<file path="src/hw/rtl/lcur_pkg.sv">
// Shared types and constants for the lagged combined uniform generator.
// Used by lcur_cell, lcur_frac and lagged_combined_uniform_rng_unit.
package lcur_pkg;

  // Field widths.
  localparam int WORD_W  = 30;
  localparam int MIX_W   = 25;
  localparam int FRAC_W  = 32;
  localparam int ENTRY_W = 7;
  localparam int KIND_W  = 2;

  // Default lags for the ring.
  localparam int LONG_LAG_DEF  = 101;
  localparam int SHORT_LAG_DEF = 64;

  // Ring modulus in the widths where it is needed.
  localparam logic [WORD_W-1:0] RING_MOD    = 30'd1000009711;
  localparam logic [32:0]       RING_MOD_33 = 33'd1000009711;
  localparam logic [63:0]       RING_MOD_64 = 64'd1000009711;

  // Reciprocal floor(2^62 / M); the fraction is (r * RECIP) >> 30 plus a correction.
  localparam logic [32:0] RECIP = 33'((64'd1 << 62) / RING_MOD_64);

  // Multiplier of the mixer generator.
  localparam logic [MIX_W-1:0] MIX_MUL = 25'd37;

  // Request kinds.
  localparam logic [KIND_W-1:0] KIND_DRAW  = 2'd0;
  localparam logic [KIND_W-1:0] KIND_RING  = 2'd1;
  localparam logic [KIND_W-1:0] KIND_MIXER = 2'd2;

  // One request beat.
  typedef struct packed {
    logic [KIND_W-1:0]  kind;
    logic [ENTRY_W-1:0] entry;
    logic [WORD_W-1:0]  value;
  } in_item_t;

  // One result beat.
  typedef struct packed {
    logic [WORD_W-1:0] lag_value;
    logic [MIX_W-1:0]  mixer_value;
    logic [FRAC_W-1:0] uniform;
  } out_item_t;

  // A finished ring step handed to the fraction pipeline.
  typedef struct packed {
    logic [WORD_W-1:0] r;
    logic [MIX_W-1:0]  k;
  } draw_t;

  // Per-cell control of the ring chain.
  typedef struct packed {
    logic shift;
    logic write;
  } cell_ctrl_t;

endpackage

</file>
<file path="src/hw/rtl/lcur_cell.sv">
// One word of the lag ring: takes its neighbor's word on a shift, or a load word.
// Depends on lcur_pkg for the word width and the control struct.
module lcur_cell (
  input  logic                       clk,
  input  logic                       rst,
  input  lcur_pkg::cell_ctrl_t       ctrl,
  input  logic [lcur_pkg::WORD_W-1:0] shift_in,
  input  logic [lcur_pkg::WORD_W-1:0] write_data,
  output logic [lcur_pkg::WORD_W-1:0] word
);

  // A load into this cell wins over a shift; the two never meet in one cycle.
  always_ff @(posedge clk) begin
    if (rst) begin
      word <= '0;
    end else if (ctrl.write) begin
      word <= write_data;
    end else if (ctrl.shift) begin
      word <= shift_in;
    end
  end

endmodule

</file>
<file path="config.mk">
export PLATFORM = sky130hd
export DESIGN_NAME = lcur_cell
export DESIGN_NICKNAME = d
export VERILOG_FILES = /design/src/hw/rtl/lcur_pkg.sv /design/src/hw/rtl/lcur_cell.sv
export SDC_FILE = /design/constraint.sdc
export NUM_CORES = 1
export LEC_CHECK = 0
export BUFFER_PORTS_ARGS = -buffer_cell sky130_fd_sc_hd__clkbuf_2
export CAP_MARGIN = 0
export CORE_ASPECT_RATIO = 2
export CORE_MARGIN = 2
export CORE_UTILIZATION = 41
export DETAILED_ROUTE_END_ITERATION = 10
export PLACE_DENSITY = 0.82
export SLEW_MARGIN = 10
export SYNTH_ARGS = -nofsm -noshare
export SYNTH_HDL_FRONTEND = slang
export SYNTH_SLANG_ARGS = --single-unit
</file>
<file path="constraint.sdc">
create_clock -name clk -period 1.09 [get_ports clk]
set_clock_uncertainty 0.15 [all_clocks]
set_input_delay 0.0545 -clock clk [delete_from_list [all_inputs] [get_ports clk]]
set_output_delay 0.0545 -clock clk [all_outputs]
set_load 0.005 [all_outputs]
</file>
==> summary.md <==
| Metric | Value |
|---|---|
| Outcome | finished clean |
| Placed cell count | 255 |
| Htree depth | 2 |
| CP Launch Point | shift_in[10] |
| Finished Cell Area | 2650 um2 |
| Clk_lat worst skew | 0.27 ns |
| Largest net degree at the start of global routing | 31 |
| Distinct cell type count after synthesis | 8 |
| Pwr/cell area | 1121 nW/um2 |
| Yosys warns | 0 |
| MaxCap Viol Count | 0 |
| RSZ-0062 raised after global routing | false |
| Pre-CTS worst setup slack | 0.06967 ns |
| Final net count | 354 |
| Final setup vio count | 0 |
| Port bufs | 93 |
| Reg2reg setup slack | 0.08 ns |
| Initial antenna violation count | 0 |
| TritonRoute pass-1 iters | 4 |
| Crit path depth | 4 |
| Vias/cell | 5.204 |
| Core area | 3341 um2 |
| RD Place Congestion | 0.7798 |
| Crit path cell chain | dlygate4sd3_1 -> clkbuf_2 -> mux2i_1 -> a211oi_1 |
| Area growth, synth to finish | 86.28% |
| Worst-case vdd ir drop | 0.8393 mV |
| Largest register FFs | 30 |
| Layout cells sized above 1 | 38.49% |
| Layout Cells excl Fill | 324 |
| Num rows | 30 |
| Die ar. | 3985 um2 |
| CP endpoint | word[10]$_SDFFE_PP0P_ |
| Setup CP Type | input port to flip-flop |
| CTS root buffer | clkbuf_8 |
| Leakage | 1.288 nW |
| Top Family by Delay on Critical Path | buffers and inverters |
| Biggest register | word |
| Worst path bufs/invs | 2 |
| CP max-delay cell | dlygate4sd3_1 |
| TNS Setup | 0 ns |
| Placed instance area | 1928 um2 |
| CTS clk-pin slew, worst paths | 0.06 ns |
| Maximum root-to-sink buffer count | 2 |
| Total Routing Usage GR | 27.64% |
| Post-CTS Setup Bufs | 0 |
| Initial Util | 42.58% |
| Post-DRT Antenna Nets | 0 |
| Final WS setup | 0.03915 ns |
| TritonCTS clock tree | done |
| Reg-to-Reg End | word[10]$_SDFFE_PP0P_ |
| Fmax | 951.6 MHz |
| Die W | 45.65 um |
| DRC | 0 |
| Critical path's largest stage delay | 0.53 ns |
| Final Cycle Share | 96.41% |
| Final hold vios | 0 |
| I/O Pins | 94 |
| Max FO, Critical Path | 1 |
| Via count | 1686 |
| Final-report max-slew violation count | 0 |
| CP required | 1.11 ns |
| Post-synth design cell area | 1423 um2 |
| CTS buffer count | 5 |
| R2R depth | 2 |
| Die Span Y | 87.31 um |
| FF+latch count, synth | 30 |
| Slew margin rel. | 78.00% |
| Share of the yosys chip area belonging to registers | 42.22% |
| Tightest Hold Check Type | input port to flip-flop |
| Crit path time final | 1.051 ns |
| Cells after Synth | 134 |
| Detailed Place HPWL | 2894 um |
| Worst path arrival time | 1.07 ns |
| DRT iter0 DRCs | 18 |
| Critical Path End Type | flip-flop |
| Slew @ Worst Pin | 0.3300 ns |
| Grt ovf | 0 |
| Top flop regs | word: 30 flops |
| Synthesized Nets | 198 |
| Critical path launch point type | input port |
| CTS sink cnt | 30 |
| First-pass GRT wire length | 8004 um |
| Vias in the first global route | 1863 |
| Routed WL per cell | 16.13 um |
| WL final | 5227 um |
| Overall power | 2.972 mW |
| Syn Area/Cell | 10.62 um2 |
| Reg2Reg Launch Point | word[10]$_SDFFE_PP0P_ |
layout make-up:
cell class                      instances  area (um2)
Tap cell                               32       40.04
Sequential cell                        30       600.6
Antenna cell                            1       2.502
Inverter                                1       3.754
Timing Repair Buffer                  162        1171
Clock buffer                            8       110.1
Multi-Input combinational cell         90       721.9
Fill cell                             203       690.7
stage by stage:
stage / hold WS, ns / utilization (%)
floorplan: 0.09551 / -
global placement: 0.1833 / 57.72
detailed placement: 0.1940 / 57.72
CTS: 0.09947 / 78.99
global route: 0.1496 / 79.25
finish: 0.1023 / 79.33
cells by family after synthesis:
logic type	count (synthesis)	synth area share (%)
buffers and inverters	14	7.651
AO/OA/AOI/OAI	30	15.83
flip-flops	30	42.22
AND/OR/NAND/NOR	30	13.19
multiplexers	30	21.11
what timing repair did:
item | in CTS | in global routing
hold buffers | 60 | 0
gates resized for setup | 0 | 2
setup endpoints to repair | 0 | 1
endpoints found under the hold margin | 30 | 0
worst min path at each step:
| stage | startpoint | end | cells past startpoint | slack (ns) |
|---|---|---|---|---|
| 6_report | ctrl[0] | word[26]$_SDFFE_PP0P_ | 4 | 0.10 |
| 5_1_grt | ctrl[0] | word[22]$_SDFFE_PP0P_ | 4 | 0.15 |
| 4_1_cts | ctrl[0] | word[17]$_SDFFE_PP0P_ | 4 | 0.1 |
| 3_5_place_dp | write_data[0] | word[0]$_SDFFE_PP0P_ | 3 | 0.19 |
| 3_3_place_gp | write_data[14] | word[14]$_SDFFE_PP0P_ | 3 | 0.18 |
| 2_1_floorplan | write_data[0] | word[0]$_SDFFE_PP0P_ | 2 | 0.1 |
cells in the mapped netlist:
cell type | number | share of area, %
nor2b_1 | 30 | 13
clkbuf_1 | 9 | 2.4
buf_12 | 3 | 4.2
buf_6 | 1 | 0.79
a211oi_1 | 30 | 16
mux2i_1 | 30 | 21
inv_1 | 1 | 0.26
dfxtp_1 | 30 | 42
per-layer routing:
layer | up-vias | GRT usage (%) | part of all wire, %
met5 | - | 0 | 0
met4 | 0 | 19.52 | 5.7
met3 | 30 | 5.809 | 5.1
met2 | 92 | 48.27 | 54
met1 | 768 | 26.67 | 36
li1 | 796 | - | -
report_power, final:
group	leakage, nW	internal (mW)	total (mW)	switching, mW
Clock	0.0575	0.637	1.05	0.411
Combinational	0.981	0.423	0.691	0.268
Sequential	0.250	1.18	1.23	0.0506
Total	1.29	2.24	2.97	0.730
placed cells by master, fill, tap and decap left out:
cell and count:
a211oi_1 29, a211oi_2 1, buf_12 3, buf_4 6, clkbuf_2 93, clkbuf_8 8, dfxtp_1 30, diode_2 1
dlygate4sd3_1 60, inv_1 1, mux2i_1 29, mux2i_2 1, nor2b_1 30
tightest hold or removal path, delay by kind of cell:
| family | cells | cell delay (ns) |
|---|---|---|
| buffers and inverters | 2 | 0.24 |
| AND/OR/NAND/NOR | 1 | 0.13 |
| AO/OA/AOI/OAI | 1 | 0.05 |
No activity file was read; power rests on OpenSTA's default activity.
