==> src/hw/rtl/lcur_pkg.sv <==
// Shared types and constants for the lagged combined uniform generator.
// Used by lcur_cell, lcur_frac and lagged_combined_uniform_rng_unit.
package lcur_pkg;

  // Field widths.
  localparam int WORD_W  = 30;
  localparam int MIX_W   = 25;
  localparam int FRAC_W  = 32;
  localparam int ENTRY_W = 7;
  localparam int KIND_W  = 2;

  // Default lags for the ring.
  localparam int LONG_LAG_DEF  = 101;
  localparam int SHORT_LAG_DEF = 64;

  // Ring modulus in the widths where it is needed.
  localparam logic [WORD_W-1:0] RING_MOD    = 30'd1000009711;
  localparam logic [32:0]       RING_MOD_33 = 33'd1000009711;
  localparam logic [63:0]       RING_MOD_64 = 64'd1000009711;

  // Reciprocal floor(2^62 / M); the fraction is (r * RECIP) >> 30 plus a correction.
  localparam logic [32:0] RECIP = 33'((64'd1 << 62) / RING_MOD_64);

  // Multiplier of the mixer generator.
  localparam logic [MIX_W-1:0] MIX_MUL = 25'd37;

  // Request kinds.
  localparam logic [KIND_W-1:0] KIND_DRAW  = 2'd0;
  localparam logic [KIND_W-1:0] KIND_RING  = 2'd1;
  localparam logic [KIND_W-1:0] KIND_MIXER = 2'd2;

  // One request beat.
  typedef struct packed {
    logic [KIND_W-1:0]  kind;
    logic [ENTRY_W-1:0] entry;
    logic [WORD_W-1:0]  value;
  } in_item_t;

  // One result beat.
  typedef struct packed {
    logic [WORD_W-1:0] lag_value;
    logic [MIX_W-1:0]  mixer_value;
    logic [FRAC_W-1:0] uniform;
  } out_item_t;

  // A finished ring step handed to the fraction pipeline.
  typedef struct packed {
    logic [WORD_W-1:0] r;
    logic [MIX_W-1:0]  k;
  } draw_t;

  // Per-cell control of the ring chain.
  typedef struct packed {
    logic shift;
    logic write;
  } cell_ctrl_t;

endpackage

==> src/hw/rtl/lcur_frac.sv <==
// Pipeline that turns a ring residue and mixer state into the 0.32 fraction.
// Depends on lcur_pkg for the draw and result types and the reciprocal constant.
module lcur_frac (
  input  logic                clk,
  input  logic                rst,
  input  logic                in_valid,
  output logic                in_ready,
  input  lcur_pkg::draw_t     draw,
  output logic                result_valid,
  input  logic                result_stall,
  output lcur_pkg::out_item_t result
);

  typedef struct packed {
    logic [lcur_pkg::FRAC_W-1:0] q0;
    logic [lcur_pkg::WORD_W-1:0] r;
    logic [lcur_pkg::MIX_W-1:0]  k;
  } est_t;

  typedef struct packed {
    logic [lcur_pkg::FRAC_W-1:0] mlow;
    logic [lcur_pkg::FRAC_W-1:0] q0;
    logic [lcur_pkg::WORD_W-1:0] r;
    logic [lcur_pkg::MIX_W-1:0]  k;
  } prod_t;

  typedef struct packed {
    logic                        fix;
    logic [lcur_pkg::FRAC_W-1:0] q0;
    logic [lcur_pkg::WORD_W-1:0] r;
    logic [lcur_pkg::MIX_W-1:0]  k;
  } corr_t;

  logic v1, v2, v3, v4;
  logic rdy1, rdy2, rdy3, rdy4;
  lcur_pkg::draw_t s1;
  est_t            s2;
  prod_t           s3;
  corr_t           s4;

  logic [62:0]                 recip_prod;
  logic [lcur_pkg::FRAC_W-1:0] mod_prod;
  logic [lcur_pkg::FRAC_W-1:0] rem;
  logic [lcur_pkg::FRAC_W-1:0] frac_sum;

  // A stage moves on when the one after it is empty or moving.
  assign rdy4     = !result_valid || !result_stall;
  assign rdy3     = !v4 || rdy4;
  assign rdy2     = !v3 || rdy3;
  assign rdy1     = !v2 || rdy2;
  assign in_ready = !v1 || rdy1;

  // Quotient estimate from the reciprocal; it is exact or one low.
  assign recip_prod = 63'(s1.r) * 63'(lcur_pkg::RECIP);

  // Low word of q0 * M; the remainder r * 2^32 - q0 * M is its negation.
  assign mod_prod = s2.q0 * 32'(lcur_pkg::RING_MOD);
  assign rem      = 32'd0 - s3.mlow;

  // Final sum with the correction as carry in, wrapped to 32 bits.
  assign frac_sum = s4.q0 + {s4.k, 7'd0} + 32'(s4.fix);

  // Stage valid bits.
  always_ff @(posedge clk) begin
    if (rst) begin
      v1           <= 1'b0;
      v2           <= 1'b0;
      v3           <= 1'b0;
      v4           <= 1'b0;
      result_valid <= 1'b0;
    end else begin
      if (in_ready) v1 <= in_valid;
      if (rdy1) v2 <= v1;
      if (rdy2) v3 <= v2;
      if (rdy3) v4 <= v3;
      if (rdy4) result_valid <= v4;
    end
  end

  // Stage payloads.
  always_ff @(posedge clk) begin
    if (in_ready && in_valid) begin
      s1 <= draw;
    end
    if (rdy1 && v1) begin
      s2.q0 <= recip_prod[61:30];
      s2.r  <= s1.r;
      s2.k  <= s1.k;
    end
    if (rdy2 && v2) begin
      s3.mlow <= mod_prod;
      s3.q0   <= s2.q0;
      s3.r    <= s2.r;
      s3.k    <= s2.k;
    end
    if (rdy3 && v3) begin
      s4.fix <= (rem >= 32'(lcur_pkg::RING_MOD));
      s4.q0  <= s3.q0;
      s4.r   <= s3.r;
      s4.k   <= s3.k;
    end
    if (rdy4 && v4) begin
      result.lag_value   <= s4.r;
      result.mixer_value <= s4.k;
      result.uniform     <= (frac_sum == '0) ? 32'd1 : frac_sum;
    end
  end

endmodule

==> config.mk <==
export PLATFORM = sky130hd
export DESIGN_NAME = lcur_frac
export DESIGN_NICKNAME = d
export VERILOG_FILES = /design/src/hw/rtl/lcur_pkg.sv /design/src/hw/rtl/lcur_frac.sv
export SDC_FILE = /design/constraint.sdc
export NUM_CORES = 2
export LEC_CHECK = 0
export BUFFER_PORTS_ARGS = -buffer_cell sky130_fd_sc_hd__buf_2
export CORE_AREA = 3 3 274 249
export DETAILED_ROUTE_END_ITERATION = 16
export DIE_AREA = 0 0 277 252
export PLACE_DENSITY = 0.74
export REMOVE_ABC_BUFFERS = 1
export SYNTH_ARGS = -nofsm -noshare
export SYNTH_HDL_FRONTEND = slang
export SYNTH_SLANG_ARGS = --single-unit
==> constraint.sdc <==
create_clock -name clk -period 27 [get_ports clk]
set_input_delay 2.7 -clock clk [delete_from_list [all_inputs] [get_ports clk]]
set_output_delay 2.7 -clock clk [all_outputs]
set_load 0.02 [all_outputs]
==> results.cfg <==
[yosys]
synth.area.top_cells = edfxtp_1, fa_1, ha_1, inv_1, xnor2_1
synth_edf_count = 435
synth_top_family_by_area = adder cells
yosys_warnings = 0
synth.largest_area_cell = edfxtp_1
synth_fa_ha_area_frac = 0.467
syn_area_mm2 = 0.0372
synth_compound_area_frac = 0.0410
synth_ff_type = edfxtp_1
synth_mux_area_frac = 0.000269
ys_seq_elements = 440
synth_xor_area_frac = 0.0288
ys_types = 60
synth-simple-area-share = 0.0267
async_reset_ff_frac = 0
netlist_instances = 2872
postSynthAreaPerCell_um2 = 12.9
yosysTopAreaCellShare = 0.352
ys_seq_area_frac = 0.354

[setup_path]
crit_fanout = 11
crit_chain = fa_1 > fa_1 > ha_1 > fa_1 > fa_1 > fa_1 > fa_1 > inv_1 > fa_1 > inv_1 > ha_1 > a2111oi_0 > o221ai_1 > nand3_1 > a31oi_1 > o31a_1 > a211o_1 > a21o_1 > a211oi_1 > o21ai_0 > xnor2_1
crit_path_end_kind = flop
critPathLaunchType = flop
worstSetupPathType = reg2reg
arrival_ns = 8.36
path_buf_inv = 2
crit_top_cell = fa_1
slowest_stage = edfxtp_1
cp_top_family = adder cells
slowest_delay_ns = 0.64
cp_data_required_time_ns = 27.34

[die]
rows = 89
die_x_um = 277
fp.coreArea_mm2 = 0.0655
die_h_um = 252
dieArea_mm2 = 0.0698
ios = 148
start_util = 0.567

[final_layout]
final_net_count = 4205
multiInputGateArea_mm2 = 0.0210
n_fill_cell = 5046
area_growth_pct = 9.09
drive_gt1_frac = 0.0770
fin_cells = 3969
seq_area_mm2 = 0.0132
antenna_cells = 0

[global_routing]
first_global_vias = 23100
antenna_found_initial = 3
grt_first_pass_wirelength_um = 133000
grt_max_degree = 75
grt.total_usage = 0.250
grt.overflow.total = 0

[clock_network]
post_cts_buffers = 0
cts_buffer_depth = 3
h-tree-depth = 2
cts_tree = done
hold_buffers = 0
root_buffer = clkbuf_16
cts_inserted_buffers = 46
clk-insertion-delay-late_ns = 0.61
cts_sinks = 440
ctsResizeCount = 0
path_clk_slew_ns = 0.08

[place]
pre_cts_slack_ns = 19.05
dpl.hpwl_um = 70900
port_buffers = 147
dp.cells = 3886
gp_congestion = 0.987

[timing]
clock_skew_ns = 0.0418
fin_ws_ns = 18.97
timing.final.crit_share = 0.297
tns_ns = 0
finalWorstPathRequiredPeriod_ns = 8.03
relSlewSlack = 0.316
rsz0062_at_grt = no
maxSlewViolCount = 0
fmax_mhz = 125
setup_violations = 0
hold_viol_final = 0
worst_pin_slew_ns = 1.03

[route]
via_per_inst = 5.30
wire_per_inst_um = 21.3
routed_wl_um = 84500
drc = 0
vias = 21100
ant_nets = 0
drt_iter0_drc = 1615
dr.pass1.iters = 6

[job]
maxCapViolCount = 0

[worst_hold_path]
hold_path.class = reg2reg

[run_status]
outcome = finished clean
worst paths after layout:
| kind | start | depth (start not counted) | endpoint | slack (ns) |
|---|---|---|---|---|
| min | s3[71] | 0 | s4[71] | 0.41 |
| max | s1[37] | 21 | s2[86] | 18.97 |
| max reg2reg | s1[37] | 21 | s2[86] | 18.97 |
| min reg2reg | s3[71] | 0 | s4[71] | 0.41 |
placed cells by master, fill, tap and decap left out, drive strengths merged, types with 6 or more instances in the layout:
master and n:
xnor2 90, nor2b 8, xor2 32, a21o 36, inv 812, nand4 17
o21bai 14, and2 7, nor2 42, a31oi 7, clkbuf 55, nor4 7
a21oi 72, o21a 14, clkinv 19, ha 557, fa 519, or4 6
nand2 39, and3 12, a21boi 7, nor3 14, o21ai 37, buf 154
nand3 22, edfxtp 435, nand2b 7
cells in the mapped netlist, drive strengths merged, types with 3 or more instances:
master	instances
a21boi	7
a211o	3
a21oi	72
nor2	42
o21bai	14
edfxtp	435
xor2	32
o21ai	37
o41ai	3
a41oi	4
or4	6
nand2	39
nor4	7
nand4	17
or2	3
a2111oi	3
inv	805
and3	12
dfxtp	5
a21o	36
o22ai	3
o21a	14
and2	7
o211ai	3
nand2b	7
ha	557
nand3	22
o31ai	4
nor2b	8
fa	519
xnor2	90
a211oi	3
clkbuf	4
a31oi	7
or3	5
nor3	14
metal layers:
metal / vias up / share of wire / track usage
met5: - / 0.00015 / 0
met4: 2 / 0.025 / 0.0594
met3: 126 / 0.051 / 0.0319
met2: 592 / 0.49 / 0.424
met1: 10600 / 0.44 / 0.347
li1: 9691 / - / -
area by class of cell:
type / instances / share of cell area
clock buffers: 55 / 0.0300
inverters: 805 / 0.0746
multi-input cells: 1623 / 0.518
flip-flops and latches: 440 / 0.325
well taps: 864 / 0.0267
repair buffers: 154 / 0.0195
clock inverters: 28 / 0.00639
cell families after synthesis:
group / count (synthesis)
adders and majority gates: 1076
DFF: 440
muxes: 1
buffers and inverters: 809
xor gates and xnor gates: 122
AOI/OAI and AO/OA: 231
and+or+nand+nor: 193
state kept, by name, summed over array words and instances (netlist names):
register      flops
s3              118
s4               88
result           87
s2               87
s1               55
result_valid      1
v1                1
v2                1
v3                1
v4                1
metrics by stage:
stage                     instance area, um^2  utilization  hold slack, ns
after floorplan                         37100            -           0.400
after global placement                  39100        0.596           0.400
after detailed placement                39100        0.596           0.405
final                                   40500        0.619           0.411
after global routing                    40500        0.619           0.422
after CTS                               40500        0.619           0.415
Power is not shown: default switching activity piles up to over one toggle a cycle in this logic, so the estimate is an artifact.
